### config.mk
export PLATFORM = sky130hd
export DESIGN_NAME = exi_serial_sram_device
export DESIGN_NICKNAME = d
export VERILOG_FILES = /design/src/sv/exisram_pkg.sv /design/src/sv/exisram_bank.sv /design/src/sv/exisram_ctrl.sv /design/src/sv/exisram_top_unused.sv /design/src/sv/exi_serial_sram_device.sv
export SDC_FILE = /design/constraint.sdc
export NUM_CORES = 1
export LEC_CHECK = 0
export BUFFER_PORTS_ARGS = -buffer_cell sky130_fd_sc_hd__buf_2
export CORE_MARGIN = 1.5
export CORE_UTILIZATION = 59
export DETAILED_ROUTE_END_ITERATION = 8
export GPL_ROUTABILITY_DRIVEN = 1
export PLACE_DENSITY = 0.87
export SKIP_LAST_GASP = 1
export SLEW_MARGIN = 20
export SYNTH_ARGS = -nofsm -noshare
export SYNTH_HDL_FRONTEND = slang
export SYNTH_SLANG_ARGS = --single-unit
### constraint.sdc
create_clock -name clk -period 9.5 [get_ports clk]
set_input_delay 1.9 -clock clk [delete_from_list [all_inputs] [get_ports clk]]
set_output_delay 1.9 -clock clk [all_outputs]
set_load 0.005 [all_outputs]
### src/sv/exisram_pkg.sv
// ----------------------------------------------------------------------------
// exisram_pkg
// Shared types, codes and constants of the serial SRAM device.
// ----------------------------------------------------------------------------
package exisram_pkg;

	// Item kinds on the bus side.
	localparam logic [1:0] KIND_DESELECT = 2'd0;
	localparam logic [1:0] KIND_IMM      = 2'd1;
	localparam logic [1:0] KIND_DMA      = 2'd2;

	// Addressing of this device.
	localparam logic [1:0] DEV_CHANNEL = 2'd0;
	localparam logic [1:0] DEV_CS      = 2'd2;

	// Store geometry and the address window that maps onto it.
	localparam int          STORE_BYTES_DEF = 64;
	localparam int          LANES           = 4;
	localparam logic [31:0] WIN_LO          = 32'h0080_0004;
	localparam int          CMD_WRITE_BIT   = 31;
	localparam logic [2:0]  MAX_IMM_LEN     = 3'd4;

	// Per-item information that travels with a pending read.
	typedef struct packed {
		logic [LANES-1:0] act;   // byte lane hits the window and is moved
		logic             fwd;   // command writes: read back the written bytes
		logic             dma;   // result goes to bits 7..0
		logic [1:0]       off;   // bank of byte lane 0
		logic [31:0]      wdata; // write bytes, lane 0 in bits 31..24
	} rd_info_t;

	// Power-up image of the store: checksum bytes and one data byte.
	function automatic logic [7:0] img_byte(input int unsigned idx);
		logic [7:0] b;
		case (idx)
			32'd1:   b = 8'h2c;
			32'd2:   b = 8'hff;
			32'd3:   b = 8'hd0;
			32'd19:  b = 8'h2c;
			default: b = 8'h00;
		endcase
		return b;
	endfunction

endpackage

### src/sv/exisram_bank.sv
// ----------------------------------------------------------------------------
// exisram_bank
// One byte-wide bank of the store with a registered read port and
// per-entry valid bits; an entry never written reads its power-up image.
// ----------------------------------------------------------------------------
module exisram_bank #(
	parameter int ROWS = exisram_pkg::STORE_BYTES_DEF / exisram_pkg::LANES,
	parameter int BANK = 0
) (
	input  logic                    clk,
	input  logic                    arst_n,
	input  logic                    we,
	input  logic                    re,
	input  logic [$clog2(ROWS)-1:0] row,
	input  logic [7:0]              wdata,
	output logic [7:0]              rdata
);
	import exisram_pkg::*;

	logic [7:0]      mem [ROWS];
	logic [ROWS-1:0] vld_q;
	logic [7:0]      rdata_q;

	// Storage array, written one byte per cycle.
	always_ff @(posedge clk) begin
		if (we) begin
			mem[row] <= wdata;
		end
	end

	// Valid bits mark entries that hold written data.
	always_ff @(posedge clk or negedge arst_n) begin
		if (!arst_n) begin
			vld_q <= '0;
		end else if (we) begin
			vld_q[row] <= 1'b1;
		end
	end

	// Registered read; unwritten entries return the reset image.
	always_ff @(posedge clk) begin
		if (re) begin
			rdata_q <= vld_q[row] ? mem[row]
				: img_byte(32'({row, 2'(BANK)}));
		end
	end

	assign rdata = rdata_q;

endmodule

### src/sv/exisram_ctrl.sv
// ----------------------------------------------------------------------------
// exisram_ctrl
// Command latch, byte cursor and address generation; drives the bank
// ports and describes each pending read.
// ----------------------------------------------------------------------------
module exisram_ctrl #(
	parameter int STORE_BYTES = exisram_pkg::STORE_BYTES_DEF
) (
	input  logic                                   clk,
	input  logic                                   arst_n,
	input  logic                                   fire,
	input  logic [1:0]                             kind,
	input  logic [1:0]                             channel,
	input  logic [1:0]                             dev_select,
	input  logic                                   is_read,
	input  logic [2:0]                             length,
	input  logic [31:0]                            write_data,
	output logic [exisram_pkg::LANES-1:0]          bank_we,
	output logic [exisram_pkg::LANES-1:0]          bank_re,
	output logic [$clog2(STORE_BYTES)-3:0]         bank_row [exisram_pkg::LANES],
	output logic [7:0]                             bank_wdata [exisram_pkg::LANES],
	output logic                                   rsp,
	output exisram_pkg::rd_info_t                  info
);
	import exisram_pkg::*;

	localparam int IDX_W = $clog2(STORE_BYTES);

	logic [31:0] cmd_q;
	logic [31:0] cur_q;
	logic        latched_q;

	logic        desel;
	logic        dev;
	logic        dma;
	logic [2:0]  len_eff;
	logic        latch;
	logic        xfer;
	logic [31:0] d;
	logic [31:0] e [LANES];
	logic [7:0]  wb [LANES];
	logic [LANES-1:0] act;
	logic [1:0]  sel [LANES];

	// Decode the item.
	always_comb begin
		desel   = (kind == KIND_DESELECT);
		dev     = (kind == KIND_IMM || kind == KIND_DMA) &&
			(channel == DEV_CHANNEL) && (dev_select == DEV_CS);
		dma     = (kind == KIND_DMA);
		if (dma) begin
			len_eff = 3'd1;
		end else if (length > MAX_IMM_LEN) begin
			len_eff = MAX_IMM_LEN;
		end else begin
			len_eff = length;
		end
		latch = dev && !latched_q && !dma && !is_read && (len_eff == MAX_IMM_LEN);
		xfer  = dev && !latch;
	end

	// Store offset of byte lane 0 and the window check of every lane.
	always_comb begin
		d = 32'({7'd0, cmd_q[30:6]}) + cur_q - WIN_LO;
		for (int i = 0; i < LANES; i++) begin
			e[i]   = d + 32'(i);
			act[i] = xfer && (3'(i) < len_eff) && (e[i][31:IDX_W] == '0);
			wb[i]  = write_data[31-8*i -: 8];
		end
	end

	// Route each lane to its bank; consecutive bytes fall in distinct banks.
	always_comb begin
		for (int k = 0; k < LANES; k++) begin
			sel[k]        = 2'(k) - d[1:0];
			bank_row[k]   = e[sel[k]][IDX_W-1:2];
			bank_wdata[k] = wb[sel[k]];
			bank_we[k]    = fire && act[sel[k]] && cmd_q[CMD_WRITE_BIT];
			bank_re[k]    = fire && act[sel[k]] && is_read;
		end
	end

	assign rsp        = fire && xfer && is_read;
	assign info.act   = act;
	assign info.fwd   = cmd_q[CMD_WRITE_BIT];
	assign info.dma   = dma;
	assign info.off   = d[1:0];
	assign info.wdata = write_data;

	// Command latch and byte cursor.
	always_ff @(posedge clk or negedge arst_n) begin
		if (!arst_n) begin
			cmd_q     <= '0;
			cur_q     <= '0;
			latched_q <= 1'b0;
		end else if (fire) begin
			if (desel) begin
				latched_q <= 1'b0;
				cur_q     <= '0;
			end else if (latch) begin
				cmd_q     <= write_data;
				cur_q     <= '0;
				latched_q <= 1'b1;
			end else if (xfer) begin
				cur_q <= cur_q + 32'(len_eff);
			end
		end
	end

endmodule

### src/sv/exisram_top_unused.sv
// ----------------------------------------------------------------------------
// exisram_lane_pack
// Builds the result word of a read from the bank outputs.
// ----------------------------------------------------------------------------
module exisram_lane_pack (
	input  exisram_pkg::rd_info_t                 info,
	input  logic [7:0]                            rdata [exisram_pkg::LANES],
	output logic [31:0]                           value
);
	import exisram_pkg::*;

	logic [7:0] b [LANES];
	logic [1:0] k [LANES];

	// A written byte reads back as written; lanes outside the window or beyond the length read zero.
	always_comb begin
		for (int i = 0; i < LANES; i++) begin
			k[i] = info.off + 2'(i);
			if (!info.act[i]) begin
				b[i] = 8'h00;
			end else if (info.fwd) begin
				b[i] = info.wdata[31-8*i -: 8];
			end else begin
				b[i] = rdata[k[i]];
			end
		end
		if (info.dma) begin
			value = {24'd0, b[0]};
		end else begin
			value = {b[0], b[1], b[2], b[3]};
		end
	end

endmodule

### src/sv/exi_serial_sram_device.sv
// ----------------------------------------------------------------------------
// exi_serial_sram_device
// 64-byte serial SRAM on bus channel 0, chip select 2.
// ----------------------------------------------------------------------------
// The store sits in four byte-wide banks, one per low address bit pair, so
// the up to four consecutive bytes of a transfer are read or written
// together. An item is taken every cycle as long as the result register is
// free or drains; a read result passes through the registered bank read
// and then the result register. Writes, command latches and deselects
// produce no result. The store comes out of reset holding its default
// image, with no clearing pass.
module exi_serial_sram_device #(
	parameter int STORE_BYTES = exisram_pkg::STORE_BYTES_DEF
) (
	input  logic        clk,
	input  logic        arst_n,
	input  logic        item_valid,
	output logic        item_ready,
	input  logic [1:0]  kind,
	input  logic [1:0]  channel,
	input  logic [1:0]  dev_select,
	input  logic        is_read,
	input  logic [2:0]  length,
	input  logic [31:0] write_data,
	output logic        result_valid,
	input  logic        result_ready,
	output logic [31:0] read_data
);
	import exisram_pkg::*;

	localparam int ROWS  = STORE_BYTES / LANES;
	localparam int ROW_W = $clog2(STORE_BYTES) - 2;

	logic             fire;
	logic [LANES-1:0] bank_we;
	logic [LANES-1:0] bank_re;
	logic [ROW_W-1:0] bank_row [LANES];
	logic [7:0]       bank_wdata [LANES];
	logic [7:0]       bank_rdata [LANES];
	logic             rsp;
	rd_info_t         info;

	logic             pend_s1;
	rd_info_t         info_s1;
	logic             adv;
	logic [31:0]      value;
	logic             out_valid_q;
	logic [31:0]      read_data_q;

	// Input transfer is taken when no read is pending or the pending read can move on.
	assign adv        = pend_s1 && (!out_valid_q || result_ready);
	assign item_ready = !pend_s1 || adv;
	assign fire       = item_valid && item_ready;

	exisram_ctrl #(
		.STORE_BYTES(STORE_BYTES)
	) u_ctrl (
		.clk        (clk),
		.arst_n     (arst_n),
		.fire       (fire),
		.kind       (kind),
		.channel    (channel),
		.dev_select (dev_select),
		.is_read    (is_read),
		.length     (length),
		.write_data (write_data),
		.bank_we    (bank_we),
		.bank_re    (bank_re),
		.bank_row   (bank_row),
		.bank_wdata (bank_wdata),
		.rsp        (rsp),
		.info       (info)
	);

	// Four interleaved banks.
	for (genvar k = 0; k < LANES; k++) begin : g_bank
		exisram_bank #(
			.ROWS(ROWS),
			.BANK(k)
		) u_bank (
			.clk   (clk),
			.arst_n(arst_n),
			.we    (bank_we[k]),
			.re    (bank_re[k]),
			.row   (bank_row[k]),
			.wdata (bank_wdata[k]),
			.rdata (bank_rdata[k])
		);
	end

	// Pending read stage, waiting on the bank read data.
	always_ff @(posedge clk or negedge arst_n) begin
		if (!arst_n) begin
			pend_s1 <= 1'b0;
		end else if (fire) begin
			pend_s1 <= rsp;
		end else if (adv) begin
			pend_s1 <= 1'b0;
		end
	end

	always_ff @(posedge clk) begin
		if (fire) begin
			info_s1 <= info;
		end
	end

	exisram_lane_pack u_pack (
		.info (info_s1),
		.rdata(bank_rdata),
		.value(value)
	);

	// Result register.
	always_ff @(posedge clk or negedge arst_n) begin
		if (!arst_n) begin
			out_valid_q <= 1'b0;
		end else if (adv) begin
			out_valid_q <= 1'b1;
		end else if (result_ready) begin
			out_valid_q <= 1'b0;
		end
	end

	always_ff @(posedge clk) begin
		if (adv) begin
			read_data_q <= value;
		end
	end

	assign result_valid = out_valid_q;
	assign read_data    = read_data_q;

endmodule
==> results.sh, run 1 <==
export IMPL_outcome="complete, no violations"
export IMPL_path_class="reg2reg"
export IMPL_crit_arrival_ps=8070
export IMPL_grt_pass1_wl_um=151000
export IMPL_fp_dieH_um=251
export IMPL_clkPwrFrac_pct=22.1
export IMPL_power_w=0.0130
export IMPL_cts_path_max_buffers=3
export IMPL_nNetsFinal=2890
export IMPL_finalSetupViolCount=0
export IMPL_start_util_pct=59.9
export IMPL_tightest_slew_ps=1170
export IMPL_io_buffers=79
export IMPL_power_density_nw_per_um2=326
export IMPL_fin_cells=3614
export IMPL_p_sw_w=0.00535
export IMPL_power_frac_comb_pct=48.0
export IMPL_rows=90
export IMPL_synth_avg_cell_area_um2=13.3
export IMPL_fin_skew_ps=35.4
export IMPL_period_needed_ps=7810
export IMPL_end_kind="register"
export IMPL_dr_first_iter_drc_count=3229
export IMPL_slew_viol_final=0
export IMPL_synthArstFlopShare_pct=16.9
export IMPL_final_common_cell="edfxtp_1"
export IMPL_ys_types=86
export IMPL_syn_inst=2727
export IMPL_ys_seq_elements=741
export IMPL_hpwl_um=68000
export IMPL_drt_wl_total_um=100000
export IMPL_ant_nets=0
export IMPL_ir_drop_mv=0.285
export IMPL_hold_class="reg2reg"
export IMPL_postCtsSetupRepairBufs=0
export IMPL_drcViolationCount=0
export IMPL_synth_flop_cell="edfxtp_1"
export IMPL_drv_cap=0
export IMPL_period_share_pct=82.2
export IMPL_path_cells="ha_1 > ha_1 > inv_1 > fa_1 > xor2_1 > nor4_1 > or2_2 > and3_1 > or3_1 > a21oi_1 > o21ai_0 > a2111oi_0 > o2111ai_1 > nor4_1 > nand4_1 > o211ai_2 > nand3_2 > nor3_1"
export IMPL_firstDrtPassIters=7
export IMPL_core_region_area_um2=60700
export IMPL_fin_hold_ws_ps=472
export IMPL_slew_headroom_pct=21.5
export IMPL_setup_ws_ps=1690
export IMPL_internal_power_w=0.00767
export IMPL_power_leakage_nw=14.3
export IMPL_mappedNetlistArea_um2=36400
export IMPL_clk_latency_ps=650
export IMPL_synth_top_cell_area_share_pct=50.8
export IMPL_syn_nets=2844
export IMPL_cts_max_level=3
export IMPL_placedCellCount=3480
export IMPL_p_sw_share_pct=41.1
export IMPL_clock_sinks=741
export IMPL_rsz0062_at_grt="no"
export IMPL_reg2reg_slack_ps=1690
export IMPL_required_ps=9770
export IMPL_drive_gt1_share_pct=16.8
export IMPL_mostFrequentLayoutCells="edfxtp_1, nand2_1, nor2_1"
export IMPL_synth_edf_count=616
export IMPL_routed_via_count=25084
export IMPL_crit_path_max_incr_delay_ps=1030
export IMPL_cts_tree="done"
export IMPL_cts_buffers=72
export IMPL_wl_per_cell_um=27.7
export IMPL_worst_setup_path_start_kind="register"
export IMPL_ioPinCount=80
export IMPL_ys_top_cells_by_area="edfxtp_1, mux4_2, dfrtp_1"
export IMPL_tns_ps=0
export IMPL_critPathTopFamily="simple AND/OR/NAND/NOR gates"
export IMPL_yosysSeqAreaShare_pct=59.4
export IMPL_place_congestion=0.973
export IMPL_syn_to_final_growth_pct=9.92
export IMPL_max_freq_mhz=128
export IMPL_viasPerCell=6.94
export IMPL_grt_max_degree=71
export IMPL_die_area_um2=63200
export IMPL_grt_usage_pct=32.1
export IMPL_cts_clk_slew_worst_paths_ps=60
export IMPL_yosysTopAreaCell="edfxtp_1"
export IMPL_crit_fanout=17
export IMPL_pre_cts_ws_ps=1900
export IMPL_critPathBufInv=1
export IMPL_grt_pass1_vias=24729
export IMPL_overflow=0
export IMPL_critPathSlowestCell="nor4_1"
export IMPL_cts_root_buf="clkbuf_16"
export IMPL_yosysWarnings=0
export IMPL_antenna_found_initial=4
export IMPL_cts_resized=0
export IMPL_ctsHoldBuffers=0
export IMPL_hold_viol=0
export IMPL_die_w_um=251
export IMPL_seqPwrFrac_pct=29.9
-- sequential cells by signal (all words and copies together) (netlist names) --
register	flops
u_ctrl.latched_q	1
read_data	32
u_ctrl.cur_q	32
g_bank.u_bank.rdata	32
g_bank.u_bank.mem	512
g_bank.u_bank.vld_q	64
u_ctrl.cmd_q	26
info_s1	40
result_valid	1
pend_s1	1
-- Yosys cell counts (10+ instances only) --
library cell and number:
clkbuf_1 119, or3_1 11, xor2_1 21, nor2b_1 46
a31o_1 10, mux2_2 19, buf_1 18, nand3_1 68
ha_1 69, nand4_1 35, mux2i_1 75, xnor2_1 66
inv_1 119, dfrtp_1 125, or2_2 13, mux4_2 172
o21ai_0 92, a21o_1 26, and2_1 18, a21oi_1 131
nor3_1 61, nor2_1 192, nand2_1 233, o211a_1 12
o22ai_1 16, nand2b_1 12, o21bai_1 49, edfxtp_1 616
o211ai_1 11, a211oi_1 58, and3_1 25, nor4_1 34
-- power groups by stage --
stage	sequential, W	clock (W)	combinational (W)
floorplan	0.00395	0	0.00426
global placement	0.00396	0	0.00586
CTS	0.00390	0.00288	0.00609
finish	0.00390	0.00288	0.00625
detailed placement	0.00396	0	0.00599
global route	0.00390	0.00300	0.00659
-- logic make-up after synthesis --
logic type,share of synthesized area [%]
muxes,13.3
and+or+nand+nor,10.7
xor gates and xnor gates,2.09
DFF,59.4
adders and majority gates,2.48
buffers and inverters,2.82
AOI/OAI and AO/OA,9.19
-- routing by layer --
layer	track usage [%]	wire (um)
met5	0	41
met4	11.0	3650
met3	10.1	12800
met2	50.3	46600
met1	42.7	36900
-- metrics by stage --
stage / instance area [um2] / utilization (%)
2_1_floorplan: 36400 / -
3_3_place_gp: 37600 / 61.9
3_5_place_dp: 37600 / 61.9
4_1_cts: 39900 / 65.8
5_1_grt: 40000 / 65.9
6_report: 40000 / 65.9
-- final timing paths --
| path | from | to | cells past startpoint |
|---|---|---|---|
| max in group asynchronous | arst_n | g_bank[1].u_bank.vld_q[13] | 2 |
| min reg2reg | g_bank[0].u_bank.vld_q[9] | g_bank[0].u_bank.vld_q[9] | 1 |
| max reg2reg | u_ctrl.cur_q[1] | g_bank[2].u_bank.mem[13][5] | 18 |
| min in group asynchronous | arst_n | u_ctrl.cur_q[30] | 1 |
| max | u_ctrl.cur_q[1] | g_bank[2].u_bank.mem[13][5] | 18 |
| min | g_bank[0].u_bank.vld_q[9] | g_bank[0].u_bank.vld_q[9] | 1 |
-- area by class of cell --
cell class                      instances  area (um2)
Multi-Input combinational cell       1720       13900
Fill cell                            4010       20700
Clock buffer                           96        1950
Inverter                              120         450
Sequential cell                       741       21600
Tap cell                              782         978
Antenna cell                            2        5.00
Clock inverter                         35         374
Timing Repair Buffer                  118         691
(Power assumes the default switching activity.)
==> run 2: changes to the inputs <==
CORE_UTILIZATION = 57   (was 59)
clock period = 6.85 ns   (was 9.5 ns; I/O delays follow)
==> run 2 against run 1 <==
Clock power up 38%. Die area up 3.5%. Cell area up 2.4%. Final cell count up 4.7%. Register-to-register slack worse by 1400 ps. Critical path depth up 3. Non-clock buffer count up 106. Clock-buffer cell count down 4. Critical endpoint is now g_bank[1].u_bank.mem[5][5].
==> results.sh, run 2 (same netlist as run 1, synthesis figures left out) <==
export IMPL_clk_latency_ps=630
export IMPL_power_leakage_nw=14.9
export IMPL_firstDrtPassIters=8
export IMPL_cp_startpoint="u_ctrl.cur_q[8]"
export IMPL_power_w=0.0183
export IMPL_tns_ps=0
export IMPL_cts_root_buf="clkbuf_16"
export IMPL_cts_clk_slew_worst_paths_ps=60
export IMPL_worst_setup_path_start_kind="register"
export IMPL_cts_buffers=73
export IMPL_slew_viol_final=0
export IMPL_fp_dieH_um=256
export IMPL_regToRegStartpoint="u_ctrl.cur_q[8]"
export IMPL_grt_busiest_layer="met2"
export IMPL_hold_viol=0
export IMPL_start_util_pct=57.7
export IMPL_top_regs="g_bank.u_bank.mem: 512 flops, g_bank.u_bank.vld_q: 64 flops, info_s1: 40 flops"
export IMPL_drcViolationCount=0
export IMPL_outcome="complete, no violations"
export IMPL_place_congestion=0.986
export IMPL_period_share_pct=95.1
export IMPL_hold_start="g_bank[2].u_bank.vld_q[15]"
export IMPL_clock_sinks=741
export IMPL_cts_max_level=3
export IMPL_routed_via_count=25703
export IMPL_wl_per_cell_um=27.0
export IMPL_final_core_util_pct=64.9
export IMPL_hold_class="reg2reg"
export IMPL_fin_hold_ws_ps=467
export IMPL_tightest_slew_ps=1040
export IMPL_slew_headroom_pct=30.3
export IMPL_rows=92
export IMPL_met2_usage_pct=48.5
export IMPL_max_freq_mhz=154
export IMPL_period_needed_ps=6510
export IMPL_nNetsFinal=2997
export IMPL_ant_nets=0
export IMPL_required_ps=7160
export IMPL_crit_arrival_ps=6830
export IMPL_ir_drop_mv=0.532
export IMPL_dr_first_iter_drc_count=3687
export IMPL_grt_pass1_vias=25116
export IMPL_antenna_found_initial=4
export IMPL_grt_usage_pct=31.1
export IMPL_final_common_cell="edfxtp_1"
export IMPL_finalSetupViolCount=0
export IMPL_fin_skew_ps=33.3
export IMPL_gr_usage_met3_pct=9.16
export IMPL_viasPerCell=6.79
export IMPL_drt_wl_total_um=102000
export IMPL_power_density_nw_per_um2=446
export IMPL_end_kind="register"
export IMPL_die_area_um2=65400
export IMPL_drive_gt1_share_pct=19.9
export IMPL_grt_max_degree=114
export IMPL_largest_reg_flops=512
export IMPL_cts_tree="done"
export IMPL_ctsHoldBuffers=0
export IMPL_overflow=0
export IMPL_rsz0062_at_grt="no"
export IMPL_ioPinCount=80
export IMPL_top_register="g_bank.u_bank.mem"
export IMPL_postCtsSetupRepairBufs=0
export IMPL_cts_path_max_buffers=3
export IMPL_hpwl_um=70400
export IMPL_die_w_um=256
export IMPL_crit_fanout=9
export IMPL_cts_resized=0
export IMPL_io_buffers=79
export IMPL_mostFrequentLayoutCells="edfxtp_1, nand2_1, nor2_1"
export IMPL_grt_pass1_wl_um=154000
export IMPL_grtUsageMet1_pct=41.2
export IMPL_core_region_area_um2=63100
export IMPL_path_class="reg2reg"
export IMPL_syn_to_final_growth_pct=12.6
export IMPL_drv_cap=0
==> run 2: changes by cell type in the layout (fill, tap and decap cells not counted), moves of 3 or more <==
cell | previous run | this run
buf_4 | 40 | 138
nor3_1 | 51 | 60
nor3_2 | 13 | 4
clkbuf_1 | 20 | 12
buf_12 | 0 | 6
clkinv_4 | 0 | 4
clkinv_2 | 10 | 13
==> run 2: cell type report <==
class,count,area (um2)
diodes,1,2.50
clock buffers,92,2000
clock inverters,40,350
fillers,4350,22100
inverters,120,450
multi-input cells,1720,13900
flip-flops and latches,741,21600
well taps,846,1060
repair buffers,224,1570
==> run 2: worst paths after layout <==
| path | slack, ps | cells after the start | end |
|---|---|---|---|
| worst max-delay path | 340 | 21 | g_bank[1].u_bank.mem[5][5] |
| worst min-delay path | 470 | 1 | g_bank[2].u_bank.vld_q[15] |
| worst max register to register | 340 | 21 | g_bank[1].u_bank.mem[5][5] |
| worst min register to register | 470 | 1 | g_bank[2].u_bank.vld_q[15] |
| max in group asynchronous | 5000 | 2 | result_valid |
| min in group asynchronous | 660 | 1 | u_ctrl.cur_q[29] |
==> run 2: power by group <==
part           total [W]  internal [W]  switching (W)
clock network    0.00398       0.00227        0.00171
logic            0.00888       0.00313        0.00575
registers        0.00541       0.00537      0.0000380
==> run 2: critical path: stages, from the launching register on <==
cell,delay (ps)
dfrtp_1,330
inv_1,80
ha_1,290
inv_1,40
ha_1,410
a21oi_1,360
o21ai_0,310
a21o_1,310
o21ai_1,420
nand2_1,290
nor3_1,620
and4_1,390
and3_1,230
a31oi_1,150
nor4_1,320
buf_4,170
and3_1,320
a21o_1,440
a32oi_1,190
buf_4,210
nor2_1,120
buf_4,200
==> run 2: through the flow <==
step / instances / worst slack, ps / instance area, um2
floorplan: 2727 / 789 / 36400
global placement: 3651 / 310 / 38600
detailed placement: 3651 / 227 / 38600
CTS: 3783 / 247 / 40900
global route: 3784 / 0.894 / 41000
finish: 3784 / 336 / 41000
==> run 2: per-layer routing <==
metal / share of wire (%) / wire length, um / up-vias
met5: 0.024 / 25 / -
met4: 4.3 / 4400 / 4
met3: 13 / 13500 / 343
met2: 46 / 47600 / 2005
met1: 36 / 36800 / 12573
li1: - / - / 10778
